File: config.mk
export PLATFORM = sky130hd
export DESIGN_NAME = rau_ctrl
export DESIGN_NICKNAME = d
export VERILOG_FILES = /design/src/rtl/core/rau_pkg.sv /design/src/rtl/core/rau_ctrl.sv
export SDC_FILE = /design/constraint.sdc
export NUM_CORES = 1
export LEC_CHECK = 0
export ABC_AREA = 1
export BUFFER_PORTS_ARGS = -buffer_cell sky130_fd_sc_hd__buf_2
export CAP_MARGIN = 40
export CORE_AREA = 2 2 39 41
export CTS_CLUSTER_DIAMETER = 100
export DETAILED_ROUTE_END_ITERATION = 12
export DIE_AREA = 0 0 41 43
export GPL_TIMING_DRIVEN = 0
export PLACE_DENSITY = 0.43
export SLEW_MARGIN = 20
export SYNTH_ARGS = -nofsm -noshare
export SYNTH_HDL_FRONTEND = slang
export SYNTH_SLANG_ARGS = --single-unit
File: constraint.sdc
create_clock -name clk -period 1.7 [get_ports clk]
set_input_delay 0.34 -clock clk [delete_from_list [all_inputs] [get_ports clk]]
set_output_delay 0.34 -clock clk [all_outputs]
set_load 0.02 [all_outputs]
File: src/rtl/core/rau_pkg.sv
`default_nettype none
package rau_pkg;

  // Operation codes
  localparam logic [2:0] MODE_ADD = 3'd0;
  localparam logic [2:0] MODE_SUB = 3'd1;
  localparam logic [2:0] MODE_MUL = 3'd2;
  localparam logic [2:0] MODE_DIV = 3'd3;
  localparam logic [2:0] MODE_LT  = 3'd4;
  localparam logic [2:0] MODE_GT  = 3'd5;
  localparam logic [2:0] MODE_EQ  = 3'd6;
  localparam logic [2:0] MODE_NOP = 3'd7;

  // Datapath commands
  typedef enum logic [2:0] {
    OP_IDLE  = 3'd0,
    OP_LOAD  = 3'd1,
    OP_MUL1  = 3'd2,
    OP_MUL2  = 3'd3,
    OP_FORM  = 3'd4,
    OP_GCD   = 3'd5,
    OP_DIV   = 3'd6,
    OP_OUT   = 3'd7
  } dp_op_t;

  typedef struct packed {
    dp_op_t op;
  } dp_cmd_t;

  typedef struct packed {
    logic early;     // result settled early (error, nop, compare)
    logic mag_zero;  // formed numerator magnitude is zero
    logic gcd_done;  // gcd loop finished
    logic div_done;  // quotient division finished
  } dp_sts_t;

endpackage
`default_nettype wire

File: src/rtl/core/rau_ctrl.sv
`default_nettype none
module rau_ctrl (
  input  wire                 clk,
  input  wire                 rst_n,
  input  wire                 start,
  output logic                busy,
  output logic                out_valid,
  output rau_pkg::dp_cmd_t    cmd,
  input  wire rau_pkg::dp_sts_t sts
);

  typedef enum logic [2:0] {
    S_IDLE, S_MUL1, S_MUL2, S_FORM, S_CHK, S_GCD, S_DIV, S_OUT
  } state_t;

  state_t state_r;

  // Issue the command of the current state
  always_comb begin
    cmd.op = rau_pkg::OP_IDLE;
    case (state_r)
      S_IDLE: cmd.op = start ? rau_pkg::OP_LOAD : rau_pkg::OP_IDLE;
      S_MUL1: cmd.op = rau_pkg::OP_MUL1;
      S_MUL2: cmd.op = rau_pkg::OP_MUL2;
      S_FORM: cmd.op = rau_pkg::OP_FORM;
      S_CHK:  cmd.op = rau_pkg::OP_IDLE;
      S_GCD:  cmd.op = rau_pkg::OP_GCD;
      S_DIV:  cmd.op = rau_pkg::OP_DIV;
      S_OUT:  cmd.op = rau_pkg::OP_OUT;
      default: cmd.op = rau_pkg::OP_IDLE;
    endcase
  end

  assign busy = (state_r != S_IDLE);

  // Sequence the transaction
  always_ff @(posedge clk) begin
    if (!rst_n) begin
      state_r   <= S_IDLE;
      out_valid <= 1'b0;
    end else begin
      out_valid <= 1'b0;
      case (state_r)
        S_IDLE: if (start) state_r <= S_MUL1;
        S_MUL1: state_r <= S_MUL2;
        // Error and unused-mode flags were registered at the end of MUL1
        S_MUL2: begin
          if (sts.early) begin
            state_r   <= S_IDLE;
            out_valid <= 1'b1;
          end else begin
            state_r <= S_FORM;
          end
        end
        S_FORM: state_r <= S_CHK;
        // Comparison outcome and zero numerator were registered at the end of FORM
        S_CHK: begin
          if (sts.early) begin
            state_r   <= S_IDLE;
            out_valid <= 1'b1;
          end else if (sts.mag_zero) begin
            state_r   <= S_IDLE;
            out_valid <= 1'b1;
          end else begin
            state_r <= S_GCD;
          end
        end
        S_GCD: if (sts.gcd_done) state_r <= S_DIV;
        S_DIV: if (sts.div_done) state_r <= S_OUT;
        S_OUT: begin
          state_r   <= S_IDLE;
          out_valid <= 1'b1;
        end
        default: state_r <= S_IDLE;
      endcase
    end
  end

endmodule
`default_nettype wire

Yosys cells after proc, flatten, opt, wreduce, memory -nomap -nowiden
Cells that the tools add are included.
- bits in registers: 4
- input port bits: 7
- output and inout bits: 5
- word-level logic and storage cells: 28
- equal/unequal tests: 10
- multiplexer cells: 13
- reduce and logical (&&, ||, !) cells: 3
- operator list (cell ; count):
    3-bit one-hot mux with 8 select lines ; 2
    3-bit 2-to-1 mux ; 5
    3-bit == test (second input constant) ; 4
    3-bit by 2-bit == test with 1-bit output (second input constant) ; 2
    2-bit != test (second input constant) ; 3
    1-bit 2-to-1 mux ; 4
    3-bit by 1-bit == test with 1-bit output (second input constant) ; 1
    3-bit logical NOT ; 1
    1-bit one-hot mux with 3 select lines ; 1
    3-bit AND reduction ; 1
    3-bit nonzero test ; 1
    2-bit 2-to-1 mux ; 1

Logic depth before layout (Yosys ltp)
Gate-level depths: netlist of the first run.
- depth after elaboration: 3
- depth in mapped cells: 8
- mapped depth without buffers: 7

Worst setup path before layout of the first run
Ideal clock, no wire load.
- path kind: reg2out
- start point: reg state_r[0]
- end point: out cmd[0] in the netlist's numbering
- data arrival time: 1029 ps
- data required time: 1360 ps
- path slack: 331 ps
- stages on the path, launching flop included: 3
- path buffers: 0
- cells stage by stage: dfxtp_1 -> inv_1 -> o21ai_0
- RTL lines (element ; RTL line ; RTL):
    start, declared ; rau_ctrl.sv:16 ; state_t state_r;
    start signal, assigned ; rau_ctrl.sv:39 ; state_r <= S_IDLE;
    start signal, assigned ; rau_ctrl.sv:44 ; S_IDLE: if (start) state_r <= S_MUL1;
    start signal, assigned ; rau_ctrl.sv:45 ; S_MUL1: state_r <= S_MUL2;
    end, declared ; rau_ctrl.sv:8 ; output rau_pkg::dp_cmd_t cmd,

==> reports/results.txt, run 1 <==
clock tree buffer depth - 2
average size of a mapped cell - 6.13 um^2
layout cells sized above 1 - 34.4%
largest net degree at the start of global routing - 10
Syn Nets - 57
worst reg2reg startpoint - state_r[0]$_SDFFE_PN0P_
IO buf count - 11
GRT Overall Usage - 9.54%
initial antenna violation count - 0
Clock Sinks - 4
Clock Latency Late Sink - 0.23 ns
Detailed Place HPWL - 559 um
synth top area cells - dfxtp_1 26%, nand3_1 15%, nand2_1 11%, inv_1 8.6%, nor2_1 7.3%
post-CTS setup buffer count - 0
Hold Path Class - input port to flip-flop
crit path to - cmd[0]
CP Class - flip-flop to output port
Finished Cell Area - 410 um^2
Max Cap Violations - 0
WP buf/inv - 1
CP max-delay cell - dfxtp_1
Synth top area share - 26.1%
CP max stage delay - 0.48 ns
crit end category - output port
clk_skew - 0.000190 ns
core box area - 1380 um^2
Mapped Area - 307 um^2
post-synthesis mux area share - 0%
Filler cells - 171
total wire length - 685 um
post-synthesis compound-gate area fraction - 15.5%
first-pass GRT wire length - 1110 um
CP Launch Point - state_r[0]$_SDFFE_PN0P_
hold_buf cts - 0
most common library cells after synthesis - 9 x nand2_1, 9 x nand3_1, 7 x inv_1
synthesized flop and latch total - 4
routability cong. - 0.698
post-CTS resize count - 0
# IOs - 12
cell family with most CP delay - flip-flops
Clk pin slew, worst setup/hold paths - 0.03 ns
Relative slew margins - 80.6%
worst-margin pin slew - 0.291 ns
fmax - 0.646 GHz
number of cells on the worst reg-to-reg path - 7
largest family of logic cells by synthesized area - simple AND/OR/NAND/NOR gates
endpoints failing hold - 0
CTS buffer count - 3
root buffer cell - clkbuf_4
period utilisation layout - 91.0%
setup violators final - 0
drt drc - 0
final critical-path required period - 1.55 ns
height of the die - 43 um
power density over cell area - 1250 nW/um^2
Syn. warnings - 0
routed len/inst - 8.56 um
register area share after synthesis - 26.1%
CP max FO - 7
area leader, netlist - dfxtp_1
via count - 347
CP Launch Type - flip-flop
Crit path depth - 4
CTS tree - done
FP Rows - 14
fin. max-slew vios - 0
H-tree depth - 1
total gr overflow - 0
Leakage Power - 0.216 nW
Post-DP Area - 382 um^2
post-synthesis xor/xnor area fraction - 0%
Post-DRT Antenna Nets - 0
Die ar. - 1760 um^2
unique cell type count in the Yosys netlist - 16
Synth Area in Adders - 0%
Post-synth EDFFs - 0
Iteration-0 DRC Markers - 8
Area Overhead vs Synth - 33.9%
R2R Setup Slk - 0.59 ns
reg2reg end - state_r[0]$_SDFFE_PN0P_
vias in the first global route - 305
Post-synth top flop - dfxtp_1
WP data arrival - 1.21 ns
n_diodes - 0
post-DR vias/cell - 4.34
Die Wd - 41 um
Mapped Cells - 50
Critical Path RT - 1.36 ns
nets@finish - 73
status - finished, final reports clean
Critical Path, Cell by Cell - nor2_4, a31oi_1, o21ai_0, buf_2
Worst IR Drop VDD - 0.434 mV
async set-or-reset flop fraction in the synthesized netlist - 0%
Post-Synth Simple-Gate Area - 42.9%
1st-pass router iterations - 4
Starting Density - 22.2%
total negative slack - 0 ns
RSZ-0062 raised after global routing - no
logic make-up (layout without fill, tap and decap cells):
logic type             count (synthesis)  after routing
buffers and inverters                 10             24
DFF                                    4              4
and+or+nand+nor                       28             28
AOI/OAI and AO/OA                      8              8
report_power, final:
part / switching [mW] / internal, mW
Combinational: 0.164 / 0.0914
Clock: 0.0335 / 0.0786
Sequential: 0.0317 / 0.113
worst min path at each step:
stage	startpoint	end	slack, ns	depth (start not counted)
after detailed placement	rst_n	state_r[0]$_SDFFE_PN0P_	0.61	3
final	rst_n	state_r[0]$_SDFFE_PN0P_	0.36	3
after global placement	rst_n	state_r[0]$_SDFFE_PN0P_	0.60	3
after floorplan	rst_n	state_r[0]$_SDFFE_PN0P_	0.46	2
after CTS	rst_n	state_r[0]$_SDFFE_PN0P_	0.36	3
after global routing	rst_n	state_r[0]$_SDFFE_PN0P_	0.36	3
final cells by class:
type                            count  area [um^2]  share of cell area (%)
Multi-Input combinational cell     36          184                    44.8
Sequential cell                     4         81.3                    19.8
Timing Repair Buffer               11         55.1                    13.4
Inverter                            9         33.8                    8.23
Clock buffer                        3         22.5                    5.49
Tap cell                           16         20.0                    4.88
Buffer                              1         13.8                    3.35
routing by layer:
metal | global-route usage, % | wire, um | vias up
li1 | - | - | 193
met1 | 11.6 | 322 | 149
met3 | 3.14 | 31 | 0
met5 | 0 | 0 | -
met2 | 12.8 | 330 | 5
met4 | 8.00 | 0 | 0
through the flow:
step	worst slack (ns)	cells	power, mW	utilization [%]	hold slack [ns]
after detailed placement	0.288	77	0.397	27.6	0.605
after CTS	0.0332	80	0.517	29.2	0.359
after global placement	0.247	77	0.402	27.6	0.605
final	0.152	80	0.512	29.7	0.363
after global routing	0.0787	80	0.562	29.7	0.364
after floorplan	0.331	50	0.327	-	0.460
placed cells by master (no fill, tap or decap), drive strengths merged:
cell type	synthesis	layout
a21oi	3	3
a31oi	2	2
buf	0	11
clkbuf	1	4
dfxtp	4	4
inv	9	9
nand2	9	9
nand3	9	9
nand3b	1	1
nor2	8	8
nor3	1	1
o21ai	2	2
o22ai	1	1
worst min-delay path: cells and delay by family:
family        cells  cell delay (ns)
simple gates      2             0.09
buf+inv           1             0.11
state kept, by name (all words and copies together) (netlist names):
register / cells
state_r: 3
out_valid: 1
Power figures use the tool's default switching activity.
==> inputs of run 2 (changes only) <==
- PLACE_DENSITY: 0.43 -> 0.44
- clock period: 1.7 -> 1.3 ns (I/O delays scaled with it)
==> run 2 against run 1 <==
Compared with the run above: register-to-register slack worse by 0.41 ns; design area grew 26%; the flow now finishes with violations (negative setup slack); largest power group unchanged; global-route usage rose by 1.8 points; clock skew is 0.0012 ns higher; flip-flop and latch count unchanged; critical path depth grew 1; routed wire length increased by 28%; die area is the same; highest routed layer unchanged; combinational power rose by 85%; critical path type unchanged; count of clock-buffer cells in the layout unchanged; power increased by 61%; non-clock buffer count grew 7.
==> reports/results.txt, run 2 (synthesis results as in run 1) <==
status - finished, violations left
failing checks - negative setup slack
Post-DRT Antenna Nets - 0 (unchanged)
fin. max-slew vios - 0 (unchanged)
layout cells sized above 1 - 47.9% (+14 points)
endpoints failing hold - 0 (unchanged)
Clk pin slew, worst setup/hold paths - 0.04 ns (about the same)
largest net degree at the start of global routing - 9 (-1)
max reg flops - 3 (unchanged)
root buffer cell - clkbuf_4
1st-pass router iterations - 3 (-1)
# IOs - 12 (unchanged)
total gr overflow - 0 (unchanged)
Critical Path, Cell by Cell - buf_8, nor3_4, a31oi_1, o21ai_1, buf_4
Non-Filler Instances - 87 (+8.8%)
post-DR vias/cell - 4.21 (-3.0%)
CTS buffer count - 3 (unchanged)
met2 GRT Util - 15.9% (+3.1 points)
CP Launch Type - flip-flop
Relative slew margins - 91.1% (+11 points)
met1 Use GR - 14.1% (+2.6 points)
IO buf count - 11 (unchanged)
Area Overhead vs Synth - 68.2%
WHS Path Cells - 3 (unchanged)
power density over cell area - 1600 nW/um^2 (+29%)
Finished Core Util - 37.3% (+7.6 points)
Starting Density - 22.2% (unchanged)
Clock Latency Late Sink - 0.23 ns (about the same)
routed len/inst - 10.1 um (+17%)
RSZ-0062 raised after global routing - yes
first-pass GRT wire length - 1340 um (+21%)
vias in the first global route - 340 (+11%)
CP max stage delay - 0.31 ns (-0.17 ns)
clock tree buffer depth - 2 (unchanged)
top flop regs - state_r: 3 flops, out_valid: 1 flops
initial antenna violation count - 0 (unchanged)
CP Class - flip-flop to output port
Filler cells - 160 (-6.4%)
final critical-path required period - 1.39 ns
CP max-delay cell - dfxtp_2
worst hold start - rst_n
CTS tree - done
Worst IR Drop VDD - 0.656 mV (+51%)
period utilisation layout - 107%
setup ws final - -0.0901 ns (-0.242 ns)
Hold Path Class - input port to flip-flop
Detailed Place HPWL - 576 um (+3.0%)
Max Cap Violations - 0 (unchanged)
worst-margin pin slew - 0.132 ns (-0.160 ns)
H-tree depth - 1 (unchanged)
height of the die - 43 um (unchanged)
Iteration-0 DRC Markers - 2 (-6)
Leakage Power - 0.259 nW (+20%)
nets@finish - 80 (+9.6%)
register bank with the most flops - state_r
FP Rows - 14 (unchanged)
Most Crowded Layer GR - met2
n_diodes - 0 (unchanged)
core box area - 1380 um^2 (unchanged)
R2R Setup Slk - 0.18 ns (-0.41 ns)
Critical Path RT - 1.04 ns (-0.32 ns)
most frequent cells in the layout - 9 x nand3_1, 9 x buf_4, 8 x buf_2, 7 x inv_1, 7 x nand2_1
WP data arrival - 1.13 ns (-0.08 ns)
Die ar. - 1760 um^2 (unchanged)
setup violators final - 2 (+2)
GRT Overall Usage - 11.3% (+1.8 points)
drt drc - 0 (unchanged)
CP max FO - 4 (-3)
hold_buf cts - 0 (unchanged)
WHS Endpoint - state_r[0]$_SDFFE_PN0P_
Die Wd - 41 um (unchanged)
Cells after DPL - 77 (unchanged)
pre-CTS WS - -0.0427 ns (-0.331 ns)
routability cong. - 0.719 (+3.0%)
via count - 366 (+5.5%)
total wire length - 875 um (+28%)
clk_skew - 0.00137 ns (+0.00118 ns)
reg2reg end - out_valid$_SDFF_PN0_
number of cells on the worst reg-to-reg path - 6 (-1)
fmax - 0.719 GHz
worst reg2reg startpoint - state_r[2]$_SDFFE_PN0P_
crit end category - output port
M3 GR Usage - 3.14% (unchanged)
Clock Sinks - 4 (unchanged)
-- run 2: worst max-delay path by stage --
stage,start,slack (ns),end
3_5_place_dp,state_r[1]$_SDFFE_PN0P_,-0.04,cmd[0]
5_1_grt,state_r[2]$_SDFFE_PN0P_,-0.17,cmd[0]
2_1_floorplan,state_r[0]$_SDFFE_PN0P_,0.01,cmd[0]
4_1_cts,state_r[1]$_SDFFE_PN0P_,-0.08,cmd[0]
3_3_place_gp,state_r[1]$_SDFFE_PN0P_,-0.07,cmd[0]
6_report,state_r[2]$_SDFFE_PN0P_,-0.09,cmd[0]
-- run 2: repair_timing --
item	in CTS	in global routing
pin swaps	2	3
cloned	0	0
resized for setup	14	7
hold endpoints to repair	0	0
buffers inserted	4	3
setup endpoints to repair	4	4
-- run 2: report_power, final --
part           total, mW  switching (mW)  internal (mW)
Combinational      0.472           0.252          0.220
Clock              0.147          0.0446          0.103
Sequential         0.208          0.0507          0.157
Total              0.827           0.347          0.480
-- run 2: stage by stage --
stage,TNS [ns],power (mW),hold slack [ns],instance area [um^2]
4_1_cts,-0.180,0.771,0.266,470
6_report,-0.174,0.827,0.271,515
5_1_grt,-0.358,0.895,0.299,515
2_1_floorplan,0,0.427,0.380,307
3_3_place_gp,-0.0726,0.524,0.525,382
3_5_place_dp,-0.0427,0.521,0.523,382
-- run 2: layer usage --
metal | up-vias | routed length (um)
met1 | 155 | 394
met3 | 0 | 22
met4 | 0 | 0
met5 | - | 0
met2 | 5 | 458
li1 | 206 | -
-- run 2: area by class of cell --
| cell class | instances | area [um^2] | area share, % |
|---|---|---|---|
| Multi-Input combinational cell | 36 | 206 | 40.0 |
| Buffer | 1 | 15.0 | 2.91 |
| Inverter | 9 | 43.8 | 8.50 |
| Sequential cell | 4 | 88.8 | 17.2 |
| Clock buffer | 3 | 22.5 | 4.37 |
| Timing Repair Buffer | 18 | 119 | 23.1 |
| Tap cell | 16 | 20.0 | 3.88 |
-- run 2: critical path, delay by kind of cell (launching register included) --
kind            cells  cell delay [ns]
simple gates        1             0.18
compound gates      2             0.12
flops               1             0.31
buf+inv             2             0.28
==> inputs of run 3 (changes only) <==
- PLACE_DENSITY: 0.44 -> default
- PLACE_DENSITY_LB_ADDON: default -> 0.12
==> run 3 against run 2 <==
Compared with the run above: the run still ends with negative setup slack left; via count is 0.27% higher; flip-flop and latch count unchanged; die area stayed put; power fell by 1.3%; sequential power is essentially flat; combinational power is 2% lower; clock skew about the same; non-clock buffer count decreased by 2; cell count down 2.3%; clock power about the same; fmax down 0.70%.
==> reports/results.txt, run 3 (synthesis results as in run 1) <==
status - finished, violations left
failing checks - negative setup slack
period utilisation layout - 108% (+0.75 points)
1st-pass router iterations - 1 (-2)
initial antenna violation count - 0 (unchanged)
Relative slew margins - 90.6% (-0.58 points)
Worst IR Drop VDD - 0.623 mV (-5.1%)
hold_buf cts - 0 (unchanged)
most frequent cells in the layout - 9 x nand3_1, 7 x inv_1, 7 x nand2_1, 7 x buf_2, 7 x buf_4
Clock Power Share - 17.9% (about the same)
Leakage Power - 0.248 nW (-4.1%)
Clk pin slew, worst setup/hold paths - 0.04 ns (about the same)
FP Rows - 14 (unchanged)
CP max FO - 4 (unchanged)
final critical-path required period - 1.40 ns (+0.00976 ns)
GRT Overall Usage - 12.2% (+0.90 points)
CP max stage delay - 0.30 ns (about the same)
crit end category - output port
power density over cell area - 1630 nW/um^2 (+1.7%)
Post-DRT Antenna Nets - 0 (unchanged)
Die Wd - 41 um (unchanged)
clk_skew - 0.00140 ns (+0.0000251 ns)
combinational share of power - 56.5% (-0.5 points)
Sw Ratio - 41.9% (-0.10 points)
Detailed Place HPWL - 573 um (-0.54%)
R2R Setup Slk - 0.17 ns (about the same)
CP Launch Type - flip-flop
CP Class - flip-flop to output port
first-pass GRT wire length - 1440 um (+7.2%)
# IOs - 12 (unchanged)
endpoints failing hold - 0 (unchanged)
via count - 367 (+0.27%)
number of cells on the worst reg-to-reg path - 9 (+3)
H-tree depth - 1 (unchanged)
Max Cap Violations - 0 (unchanged)
clock tree buffer depth - 2 (unchanged)
total wire length - 822 um (-6.1%)
fin. max-slew vios - 0 (unchanged)
Post-DP Area - 382 um^2 (unchanged)
WP data arrival - 1.14 ns (about the same)
register bank with the most flops - state_r
routability cong. - 0.677 (-5.9%)
routed len/inst - 9.67 um (-3.8%)
Critical Path, Cell by Cell - buf_8, nor3_4, a31oi_1, o21ai_1, buf_4
Iteration-0 DRC Markers - 0 (-2)
max reg flops - 3 (unchanged)
Area Overhead vs Synth - 63.3%
Filler cells - 154 (-3.8%)
n_diodes - 0 (unchanged)
IO buf count - 11 (unchanged)
root buffer cell - clkbuf_4
Clock Latency Late Sink - 0.23 ns (about the same)
post-DR vias/cell - 4.32 (+2.6%)
CTS tree - done
largest net degree at the start of global routing - 8 (-1)
worst-margin pin slew - 0.140 ns (+0.00855 ns)
drt drc - 0 (unchanged)
Critical Path RT - 1.04 ns (about the same)
Clock Sinks - 4 (unchanged)
Pint - 0.474 mW (-1.1%)
Finished Cell Area - 500 um^2 (-2.9%)
Reg power frac - 25.6% (+0.5 points)
CTS buffer count - 3 (unchanged)
WHS Path Cells - 3 (unchanged)
CP max-delay cell - dfxtp_1
Hold Path Class - input port to flip-flop
setup violators final - 4 (+2)
top flop regs - state_r: 3 flops, out_valid: 1 flops
Die ar. - 1760 um^2 (unchanged)
switching pwr - 0.342 mW (-1.5%)
nets@finish - 78 (-2.5%)
vias in the first global route - 350 (+2.9%)
total gr overflow - 0 (unchanged)
setup ws final - -0.0999 ns (-0.00976 ns)
layout cells sized above 1 - 44.9% (-3.0 points)
final hold slack - 0.280 ns (+0.00878 ns)
RSZ-0062 raised after global routing - yes
commonest non-fill, non-tap cell in the layout - nand3_1
Starting Density - 22.2% (unchanged)
core box area - 1380 um^2 (unchanged)
fmax - 0.714 GHz (-0.70%)
height of the die - 43 um (unchanged)
## run 3: cell count changes in the layout (fill, tap and decap cells not counted), sizes merged
cell  previous run  this run
buf             19        17
## run 3: worst paths after layout
path	from	endpoint
worst max-delay path	state_r[2]$_SDFFE_PN0P_	cmd[0]
worst min-delay path	rst_n	state_r[0]$_SDFFE_PN0P_
worst min register to register	state_r[0]$_SDFFE_PN0P_	state_r[1]$_SDFFE_PN0P_
worst max register to register	state_r[2]$_SDFFE_PN0P_	state_r[0]$_SDFFE_PN0P_
## run 3: routing by layer
layer / wire (um) / GRT usage [%]
met1: 367 / 14.5
met5: 0 / 0
met4: 0 / 8.00
met3: 21 / 4.71
met2: 433 / 17.5
## run 3: layout make-up
type                       count  area [um^2]  share of cell area [%]
tap                           16         20.0                    4.00
multi-input combinational     36          201                    40.2
clock buffer                   3         22.5                    4.50
sequential                     4         87.6                    17.5
inverter                       9         43.8                    8.75
buffer                         1         15.0                    3.00
timing repair buffer          16          110                    22.0
## run 3: repair_timing
item,in CTS,in global routing
pin swaps,2,2
setup buffers,4,1
setup endpoints to repair,4,4
gates resized for setup,16,5
## run 3: through the flow
| step | total power [mW] | utilization [%] | setup TNS, ns | cells | setup slack, ns |
|---|---|---|---|---|---|
| 6_report | 0.816 | 36.2 | -0.208 | 85 | -0.0999 |
| 5_1_grt | 0.891 | 36.2 | -0.392 | 85 | -0.155 |
| 4_1_cts | 0.774 | 34.4 | -0.257 | 84 | -0.0931 |
| 3_5_place_dp | 0.522 | 27.6 | -0.0627 | 77 | -0.0627 |
| 3_3_place_gp | 0.528 | 27.6 | -0.0813 | 77 | -0.0813 |
| 2_1_floorplan | 0.427 | - | 0 | 50 | 0.0111 |
## run 3: power groups by stage
| stage | sequential (mW) | combinational (mW) | clock (mW) |
|---|---|---|---|
| floorplan | 0.185 | 0.243 | 0 |
| global placement | 0.190 | 0.338 | 0 |
| detailed placement | 0.188 | 0.334 | 0 |
| CTS | 0.205 | 0.413 | 0.156 |
| global route | 0.215 | 0.508 | 0.168 |
| finish | 0.209 | 0.461 | 0.146 |
## run 3: worst max-delay path: cells and delay by family, from the launching register on
family,cells,cell delay [ns]
buffers and inverters,2,0.28
flip-flops,1,0.30
AND/OR/NAND/NOR,1,0.19
AO/OA/AOI/OAI,2,0.12
